<file path="src/hw/rtl/sld_pkg.sv">
// ----------------------------------------------------------------------------
// sld_pkg: shared types and constants of the scaled L2 distance block
// Holds fixed widths, the sum queue entry and the result engine states.
// ----------------------------------------------------------------------------
`default_nettype none

package sld_pkg;

  localparam int SUM_W       = 64;
  localparam int ROOT_W      = SUM_W / 2;
  localparam int REM_W       = ROOT_W + 2;
  localparam int SCALE_W     = 24;
  localparam int SCALE_FRAC  = 16;
  localparam int NORM_W      = 37;
  localparam int PROD_W      = ROOT_W + SCALE_W;
  localparam int ROUND_W     = PROD_W + 1 - SCALE_FRAC;
  localparam int STEP_CNT_W  = $clog2(ROOT_W);
  localparam int OUT_TDATA_W = ((NORM_W + 7) / 8) * 8;

  localparam int QUEUE_DEPTH = 2;
  localparam int QPTR_W      = $clog2(QUEUE_DEPTH);
  localparam int QCNT_W      = QPTR_W + 1;

  localparam logic [SCALE_W-1:0] SCALE_RESET = SCALE_W'(65536);
  localparam logic [NORM_W-1:0]  NORM_MAX    = '1;

  // One finished volume: its sum of squares and whether the sum clipped.
  typedef struct packed {
    logic [SUM_W-1:0] sum;
    logic             ovf;
  } sum_entry_t;

  typedef enum logic [1:0] {
    ST_IDLE,
    ST_ROOT,
    ST_MUL,
    ST_DONE
  } back_state_t;

endpackage

`default_nettype wire

</file>
<file path="src/hw/rtl/sld_front.sv">
// ----------------------------------------------------------------------------
// sld_front: sample intake and saturating accumulator
// Squares the difference of each sample pair and adds it to the running sum;
// a last request hands the finished sum to the queue and clears it.
// ----------------------------------------------------------------------------
`default_nettype none

module sld_front #(
  parameter int SAMPLE_WIDTH = 16
) (
  input  wire logic                       clk,
  input  wire logic                       rst,
  input  wire logic                       in_valid,
  output logic                            in_ready,
  input  wire logic [SAMPLE_WIDTH-1:0]    sample_a,
  input  wire logic [SAMPLE_WIDTH-1:0]    sample_b,
  input  wire logic                       last,
  input  wire logic                       queue_full,
  output logic                            push,
  output sld_pkg::sum_entry_t             push_entry
);

  localparam int DIFF_W = SAMPLE_WIDTH + 1;
  localparam int SQ_W   = 2 * SAMPLE_WIDTH;

  logic signed [DIFF_W-1:0]       diff;
  logic [DIFF_W-1:0]              diff_abs;
  logic [SAMPLE_WIDTH-1:0]        mag;
  logic [SQ_W-1:0]                sq_calc;

  logic                           s1_valid;
  logic                           s1_last;
  logic [SQ_W-1:0]                s1_sq;

  logic [sld_pkg::SUM_W-1:0]      sum;
  logic                           ovf;
  logic [sld_pkg::SUM_W:0]        total;
  logic [sld_pkg::SUM_W-1:0]      sum_next;
  logic                           ovf_next;
  logic                           advance;

  assign diff     = $signed({sample_a[SAMPLE_WIDTH-1], sample_a})
                  - $signed({sample_b[SAMPLE_WIDTH-1], sample_b});
  assign diff_abs = diff[DIFF_W-1] ? DIFF_W'(-diff) : DIFF_W'(diff);
  // The magnitude never exceeds 2^SAMPLE_WIDTH - 1, so the top bit drops.
  assign mag      = diff_abs[SAMPLE_WIDTH-1:0];
  assign sq_calc  = mag * mag;

  // The whole front holds only when a last request finds the queue full.
  assign advance  = !(s1_valid && s1_last && queue_full);
  assign in_ready = advance;

  always_comb begin
    total    = {1'b0, sum} + (sld_pkg::SUM_W + 1)'(s1_sq);
    sum_next = total[sld_pkg::SUM_W] ? '1 : total[sld_pkg::SUM_W-1:0];
    ovf_next = ovf | total[sld_pkg::SUM_W];
  end

  assign push           = advance && s1_valid && s1_last;
  assign push_entry.sum = sum_next;
  assign push_entry.ovf = ovf_next;

  always_ff @(posedge clk) begin
    if (rst) begin
      s1_valid <= 1'b0;
    end else if (advance) begin
      s1_valid <= in_valid;
    end
  end

  always_ff @(posedge clk) begin
    if (advance && in_valid) begin
      s1_last <= last;
      s1_sq   <= sq_calc;
    end
  end

  always_ff @(posedge clk) begin
    if (rst) begin
      sum <= '0;
      ovf <= 1'b0;
    end else if (advance && s1_valid) begin
      if (s1_last) begin
        sum <= '0;
        ovf <= 1'b0;
      end else begin
        sum <= sum_next;
        ovf <= ovf_next;
      end
    end
  end

endmodule

`default_nettype wire

</file>
<file path="src/hw/rtl/sld_queue.sv">
// ----------------------------------------------------------------------------
// sld_queue: short queue of finished volume sums
// Decouples the accumulator from the square root engine.
// ----------------------------------------------------------------------------
`default_nettype none

module sld_queue (
  input  wire logic                  clk,
  input  wire logic                  rst,
  input  wire logic                  push,
  input  wire sld_pkg::sum_entry_t   push_entry,
  output logic                       full,
  input  wire logic                  pop,
  output logic                       not_empty,
  output sld_pkg::sum_entry_t        head,
  output logic [sld_pkg::QCNT_W-1:0] count
);

  sld_pkg::sum_entry_t               slots [sld_pkg::QUEUE_DEPTH];
  logic [sld_pkg::QPTR_W-1:0]        wr_ptr;
  logic [sld_pkg::QPTR_W-1:0]        rd_ptr;

  assign full      = (count == sld_pkg::QCNT_W'(sld_pkg::QUEUE_DEPTH));
  assign not_empty = (count != '0);
  assign head      = slots[rd_ptr];

  always_ff @(posedge clk) begin
    if (push) begin
      slots[wr_ptr] <= push_entry;
    end
  end

  always_ff @(posedge clk) begin
    if (rst) begin
      wr_ptr <= '0;
      rd_ptr <= '0;
      count  <= '0;
    end else begin
      if (push) begin
        wr_ptr <= wr_ptr + 1'b1;
      end
      if (pop) begin
        rd_ptr <= rd_ptr + 1'b1;
      end
      if (push && !pop) begin
        count <= count + 1'b1;
      end else if (pop && !push) begin
        count <= count - 1'b1;
      end
    end
  end

endmodule

`default_nettype wire

</file>
<file path="src/hw/rtl/sld_back.sv">
// ----------------------------------------------------------------------------
// sld_back: square root, scaling and result register
// Takes the integer square root two sum bits per cycle, multiplies it by the
// scale, rounds at the binary point, clips and holds the result for output.
// ----------------------------------------------------------------------------
`default_nettype none

module sld_back (
  input  wire logic                          clk,
  input  wire logic                          rst,
  input  wire logic                          q_valid,
  input  wire sld_pkg::sum_entry_t           q_head,
  output logic                               pop,
  input  wire logic [sld_pkg::SCALE_W-1:0]   scale_root,
  output logic                               out_valid,
  input  wire logic                          out_ready,
  output logic [sld_pkg::NORM_W-1:0]         norm,
  output logic                               saturated
);

  sld_pkg::back_state_t               state;
  sld_pkg::back_state_t               state_next;

  logic [sld_pkg::SUM_W-1:0]          rad;
  logic [sld_pkg::REM_W-1:0]          rem;
  logic [sld_pkg::ROOT_W-1:0]         root;
  logic [sld_pkg::STEP_CNT_W-1:0]     cnt;
  logic                               ovf;
  logic [sld_pkg::PROD_W-1:0]         prod;

  logic [sld_pkg::REM_W-1:0]          rem_sh;
  logic [sld_pkg::REM_W-1:0]          trial;
  logic                               fits;
  logic [sld_pkg::PROD_W:0]           rounded_full;
  logic [sld_pkg::ROUND_W-1:0]        rounded;
  logic [sld_pkg::NORM_W-1:0]         norm_calc;
  logic                               out_free;

  assign out_free = !out_valid || out_ready;

  // One restoring square root step: bring down two bits, try 4r + 1.
  always_comb begin
    rem_sh = {rem[sld_pkg::REM_W-3:0], rad[sld_pkg::SUM_W-1 -: 2]};
    trial  = {root, 2'b01};
    fits   = (rem_sh >= trial);
  end

  always_comb begin
    rounded_full = {1'b0, prod} + (sld_pkg::PROD_W + 1)'(1 << (sld_pkg::SCALE_FRAC - 1));
    rounded      = rounded_full[sld_pkg::PROD_W:sld_pkg::SCALE_FRAC];
    norm_calc    = (rounded > sld_pkg::ROUND_W'(sld_pkg::NORM_MAX))
                 ? sld_pkg::NORM_MAX : rounded[sld_pkg::NORM_W-1:0];
  end

  always_ff @(posedge clk) begin
    if (rst) begin
      state <= sld_pkg::ST_IDLE;
    end else begin
      state <= state_next;
    end
  end

  always_comb begin
    state_next = state;
    pop        = 1'b0;
    unique case (state)
      sld_pkg::ST_IDLE: begin
        if (q_valid) begin
          pop        = 1'b1;
          state_next = sld_pkg::ST_ROOT;
        end
      end
      sld_pkg::ST_ROOT: begin
        if (cnt == '0) begin
          state_next = sld_pkg::ST_MUL;
        end
      end
      sld_pkg::ST_MUL: begin
        state_next = sld_pkg::ST_DONE;
      end
      sld_pkg::ST_DONE: begin
        if (out_free) begin
          state_next = sld_pkg::ST_IDLE;
        end
      end
      default: begin
        state_next = sld_pkg::ST_IDLE;
      end
    endcase
  end

  always_ff @(posedge clk) begin
    if (state == sld_pkg::ST_IDLE && q_valid) begin
      rad  <= q_head.sum;
      ovf  <= q_head.ovf;
      rem  <= '0;
      root <= '0;
      cnt  <= sld_pkg::STEP_CNT_W'(sld_pkg::ROOT_W - 1);
    end else if (state == sld_pkg::ST_ROOT) begin
      rad  <= {rad[sld_pkg::SUM_W-3:0], 2'b00};
      rem  <= fits ? rem_sh - trial : rem_sh;
      root <= {root[sld_pkg::ROOT_W-2:0], fits};
      cnt  <= cnt - 1'b1;
    end
  end

  always_ff @(posedge clk) begin
    if (state == sld_pkg::ST_MUL) begin
      prod <= root * scale_root;
    end
  end

  always_ff @(posedge clk) begin
    if (rst) begin
      out_valid <= 1'b0;
    end else if (state == sld_pkg::ST_DONE && out_free) begin
      out_valid <= 1'b1;
    end else if (out_ready) begin
      out_valid <= 1'b0;
    end
  end

  always_ff @(posedge clk) begin
    if (state == sld_pkg::ST_DONE && out_free) begin
      norm      <= norm_calc;
      saturated <= ovf;
    end
  end

endmodule

`default_nettype wire

</file>
<file path="src/hw/rtl/scaled_l2_distance.sv">
// ----------------------------------------------------------------------------
// scaled_l2_distance: scaled Euclidean norm of the difference of two volumes
// Accumulates squared sample differences and reports the scaled square root.
// ----------------------------------------------------------------------------
// Usage: each request on the s_axis channel carries one pair of co-located
// samples; s_axis_tlast marks the final pair of a volume. The front end takes
// one request per cycle and keeps a saturating 64-bit sum of squares. On the
// last pair the sum goes into a two-entry queue, and the result engine sends
// one m_axis request: isqrt(sum) times scale_root, rounded at the Q8.16 point
// and clipped to 37 bits, with tuser flagging a clipped sum.
// From the last pair to m_axis_tvalid the sum passes the front stage register,
// the queue, the root load, 32 root steps (two sum bits per cycle), the
// multiply register and the rounded output register. The root engine takes a
// new volume only once the last result is registered, so short volumes fill
// the queue and s_axis_tready drops until it drains.
// A held result does not block a new root; the engine waits only when the
// next result is ready and m_axis_tready is still low.
// Reset empties the pipeline and queue, clears the sum and sets scale_root to
// 1.0. Write scale_root through cfg_we and cfg_wdata only while idle.
// ----------------------------------------------------------------------------
`default_nettype none

module scaled_l2_distance #(
  parameter int SAMPLE_WIDTH = 16
) (
  input  wire logic                              clk,
  input  wire logic                              rst,
  input  wire logic                              cfg_we,
  input  wire logic [sld_pkg::SCALE_W-1:0]       cfg_wdata,     // scale_root
  input  wire logic                              s_axis_tvalid,
  output logic                                   s_axis_tready,
  input  wire logic [((2*SAMPLE_WIDTH+7)/8)*8-1:0] s_axis_tdata, // sample_a, sample_b
  input  wire logic                              s_axis_tlast,  // last
  output logic                                   m_axis_tvalid,
  input  wire logic                              m_axis_tready,
  output logic [sld_pkg::OUT_TDATA_W-1:0]        m_axis_tdata,  // norm, zero pad
  output logic [0:0]                             m_axis_tuser   // saturated
);

  logic [sld_pkg::SCALE_W-1:0]  scale_root;
  logic                         q_push;
  sld_pkg::sum_entry_t          q_push_entry;
  logic                         q_full;
  logic                         q_pop;
  logic                         q_not_empty;
  sld_pkg::sum_entry_t          q_head;
  logic [sld_pkg::QCNT_W-1:0]   q_count;
  logic [sld_pkg::NORM_W-1:0]   norm;
  logic                         saturated;

  always_ff @(posedge clk) begin
    if (rst) begin
      scale_root <= sld_pkg::SCALE_RESET;
    end else if (cfg_we) begin
      scale_root <= cfg_wdata;
    end
  end

  sld_front #(
    .SAMPLE_WIDTH (SAMPLE_WIDTH)
  ) u_front (
    .clk        (clk),
    .rst        (rst),
    .in_valid   (s_axis_tvalid),
    .in_ready   (s_axis_tready),
    .sample_a   (s_axis_tdata[SAMPLE_WIDTH-1:0]),
    .sample_b   (s_axis_tdata[2*SAMPLE_WIDTH-1:SAMPLE_WIDTH]),
    .last       (s_axis_tlast),
    .queue_full (q_full),
    .push       (q_push),
    .push_entry (q_push_entry)
  );

  sld_queue u_queue (
    .clk        (clk),
    .rst        (rst),
    .push       (q_push),
    .push_entry (q_push_entry),
    .full       (q_full),
    .pop        (q_pop),
    .not_empty  (q_not_empty),
    .head       (q_head),
    .count      (q_count)
  );

  sld_back u_back (
    .clk        (clk),
    .rst        (rst),
    .q_valid    (q_not_empty),
    .q_head     (q_head),
    .pop        (q_pop),
    .scale_root (scale_root),
    .out_valid  (m_axis_tvalid),
    .out_ready  (m_axis_tready),
    .norm       (norm),
    .saturated  (saturated)
  );

  assign m_axis_tdata = sld_pkg::OUT_TDATA_W'(norm);
  assign m_axis_tuser = saturated;

`ifndef SYNTHESIS
  a_no_push_when_full: assert property (@(posedge clk) disable iff (rst)
    !(q_push && q_full))
    else $error("sum queue written while full");

  a_no_pop_when_empty: assert property (@(posedge clk) disable iff (rst)
    q_pop |-> q_not_empty)
    else $error("sum queue read while empty");

  a_count_bound: assert property (@(posedge clk) disable iff (rst)
    q_count <= sld_pkg::QCNT_W'(sld_pkg::QUEUE_DEPTH))
    else $error("sum queue count beyond depth");

  a_reset_idle: assert property (@(posedge clk)
    rst |=> (!m_axis_tvalid && q_count == '0))
    else $error("result or queue not empty after reset");
`endif

endmodule

`default_nettype wire
</file>
<file path="config.mk">
export PLATFORM = sky130hd
export DESIGN_NAME = scaled_l2_distance
export DESIGN_NICKNAME = d
export VERILOG_FILES = /design/src/hw/rtl/sld_pkg.sv /design/src/hw/rtl/sld_front.sv /design/src/hw/rtl/sld_queue.sv /design/src/hw/rtl/sld_back.sv /design/src/hw/rtl/scaled_l2_distance.sv
export SDC_FILE = /design/constraint.sdc
export NUM_CORES = 2
export LEC_CHECK = 0
export ABC_AREA = 0
export BUFFER_PORTS_ARGS = -buffer_cell sky130_fd_sc_hd__buf_2
export CORE_MARGIN = 2
export CORE_UTILIZATION = 53
export DETAILED_ROUTE_END_ITERATION = 16
export PLACE_DENSITY = 0.78
export SLEW_MARGIN = 20
export SYNTH_ARGS = -nofsm -noshare
export SYNTH_HDL_FRONTEND = slang
export SYNTH_SLANG_ARGS = --single-unit
</file>
<file path="constraint.sdc">
create_clock -name clk -period 12 [get_ports clk]
set_clock_uncertainty 0.2 [all_clocks]
set_input_delay 2.4 -clock clk [delete_from_list [all_inputs] [get_ports clk]]
set_output_delay 2.4 -clock clk [all_outputs]
set_load 0.005 [all_outputs]
</file>
==> qor.txt <==
Status - finished clean
WHS - 0.220 ns
Crit path from - s_axis_tdata[0]
Drt pass-1 iters - 5
Tmin final - 11.27 ns
Leading cell types by total area after synthesis - fa_1, edfxtp_1, ha_1
Core area - 100000 um2
Slew Viols, Final - 0
Row Count - 116
Post-CTS Setup Inserts - 0
Relative slew slack - 21.8%
Post-synth top area cell - fa_1
Synth Area per Inst - 9.54 um2
Drt via density - 5.53
Mapped Area - 53700 um2
Slew @ Worst Pin - 1.17 ns
Clk_lat worst skew - 0.66 ns
R2r setup slk - 2.93 ns
Most frequent cells after synthesis - inv_1, nand2_1, fa_1
CP Max Fanout - 14
Htree depth - 2
Top cell type's share of synthesized area - 30.6%
RD Place Congestion - 0.888
Setup_tns - 0 ns
Worst hold path stage count - 0
Iter 0 DRT Violations - 2623
Net count, final - 6845
I/O pin cnt - 105
Pre-CTS setup slack - 0.147 ns
Clock tree buffer depth - 3
Cell variety after synth - 87
CTS tree - done
FFs w/ async S/R, synth - 0%
DRC - 0
Die Footprint - 104000 um2
FILL cells - 8399
Antenna violations before repair - 3
Fmax achieved - 88.8 MHz
Worst-path clk slew - 0.06 ns
Final wirelength - 121 mm
Final worst path period share - 93.9%
Critical Path Slowest Stage Cell - or4b_2
Synth Instances - 5631
Final Hold Viols - 0
Cts-stage hold buffer count - 0
Final setup violation count - 0
CTS Buf Count - 51
Routed vias - 38678
CP most frequent cell - fa_1
# diodes - 0
Die W - 322 um
Worst Hold End - u_back.saturated
Post-DP Area - 55700 um2
Seq/Total Area, Yosys - 23.3%
Post-detail-place hpwl - 91.2 mm
Critical Path Start Type - primary input
Flops & latches, synth - 473
Number of global-route vias before repair - 40532
Reg-to-Reg End - u_back.prod[52]
Crit path capture type - flip-flop
Kind of critical path - in -> reg
CTS Sinks - 473
GR Overflow Total - 0
Prevailing post-synth register cell - edfxtp_1
PortBufs - 101
Largest net degree at the start of global routing - 106
Routed Antenna Nets - 0
Yosys warnings - 0
RSZ-0062 raised after global routing - no
Die Ht - 322 um
Hold Crit Start - u_back.ovf
WP data required - 12.28 ns
Reg2reg start - scale_root[3]
Root Buffer - clkbuf_16
Routed WL per cell - 17.3 um
Final Worst Setup Slack - 0.733 ns
Hold/Removal Path Class - reg -> reg
Max-Cap Viols - 0
First-pass GRT wire length - 204 mm
Global Route Usage Sum - 24.1%
Most common cell in the netlist - inv_1
Area Overhead vs Synth - 6.85%
Resized Gates After CTS - 0
R2R depth - 24
Crit path DAT - 11.55 ns
Share of cells above drive strength 1 - 6.10%
Initial Util - 53.6%
Design Area, Final - 57400 um2
Number of enable flip-flop cells after synthesis - 306
CP max stage delay - 0.65 ns
-- logic make-up (layout without fill, tap and decap cells) --
group	count (synthesis)	after routing	share of synthesized area [%]
AOI/OAI and AO/OA	690	690	8.37
xor gates and xnor gates	216	216	3.61
adders and majority gates	1184	1184	39.0
buffers and inverters	1272	1281	8.96
DFF	473	473	23.3
muxes	130	130	2.43
other	1	3	0.00698
and+or+nand+nor	1665	1665	14.3
-- placed cells by master, fill, tap and decap left out, drive strengths merged, types with 9 or more instances in the layout --
| cell type | n |
|---|---|
| clkinv | 9 |
| nand4 | 36 |
| xnor2 | 115 |
| fa | 820 |
| o311ai | 11 |
| nor2b | 29 |
| clkbuf | 75 |
| xor2 | 101 |
| o21ai | 186 |
| a31oi | 22 |
| o21a | 22 |
| edfxtp | 306 |
| a21oi | 178 |
| nor3 | 36 |
| a22o | 42 |
| nand2 | 845 |
| or3 | 12 |
| ha | 364 |
| o211ai | 14 |
| buf | 197 |
| o31ai | 14 |
| and2 | 280 |
| and3 | 31 |
| or2 | 14 |
| a21o | 95 |
| nor2 | 240 |
| o21bai | 16 |
| nand3 | 71 |
| a211oi | 16 |
| nand2b | 32 |
| and4 | 13 |
| o31a | 9 |
| dfxtp | 167 |
| inv | 991 |
| mux2i | 128 |
-- stage by stage --
step / cells / utilization, %
floorplan: 5633 / -
global placement: 6902 / 55.5
detailed placement: 6903 / 55.5
CTS: 6999 / 57.2
global route: 6999 / 57.2
finish: 6999 / 57.2
-- worst max-delay path by stage --
stage / endpoint / slack [ns] / cells past startpoint
finish: u_front.s1_sq[30] / 0.73 / 37
global placement: u_front.s1_sq[30] / 0.31 / 37
CTS: u_front.s1_sq[30] / 0.81 / 37
detailed placement: u_front.s1_sq[30] / 0.15 / 37
floorplan: u_front.s1_sq[30] / 0.78 / 35
global route: u_front.s1_sq[30] / 0.11 / 36
-- critical path: cells and delay by family --
family                     cells  cell delay [ns]
adders and majority gates      9             4.01
and+or+nand+nor                7             1.38
AOI/OAI and AO/OA             12             3.04
buffers and inverters          8             0.46
xor gates and xnor gates       1             0.26
-- flip-flops by register name, indices dropped and copies added (netlist names), named ones only --
register / count
u_queue.slots: 130
u_back.rad: 64
u_front.sum: 64
u_back.prod: 41
u_back.norm: 37
u_back.rem: 32
u_back.root: 32
u_front.s1_sq: 31
scale_root: 24
u_back.cnt: 5
u_back.state: 2
u_queue.count: 2
u_back.out_valid: 1
u_back.ovf: 1
u_back.saturated: 1
u_front.ovf: 1
u_front.s1_last: 1
u_front.s1_valid: 1
u_queue.rd_ptr: 1
u_queue.wr_ptr: 1
-- layer usage --
| metal | track usage, % | vias up | share of wire [%] |
|---|---|---|---|
| met5 | 0 | - | 0.026 |
| met4 | 7.84 | 6 | 3.1 |
| met3 | 3.13 | 270 | 6.4 |
| met2 | 40.8 | 1286 | 49 |
| met1 | 32.0 | 19385 | 42 |
| li1 | - | 17731 | - |
-- final cells by class --
class | count | area, um2 | area share (%)
Clock inverter | 21 | 272 | 0.473
Timing Repair Buffer | 197 | 1250 | 2.18
Multi-Input combinational cell | 3888 | 36500 | 63.6
Clock buffer | 75 | 1450 | 2.52
Tap cell | 1357 | 1700 | 2.96
Inverter | 988 | 3710 | 6.46
Sequential cell | 473 | 12500 | 21.8
Power is left out: the tool's default activity adds up to more than one toggle a clock period on the data nets, which glitch-free logic cannot reach.
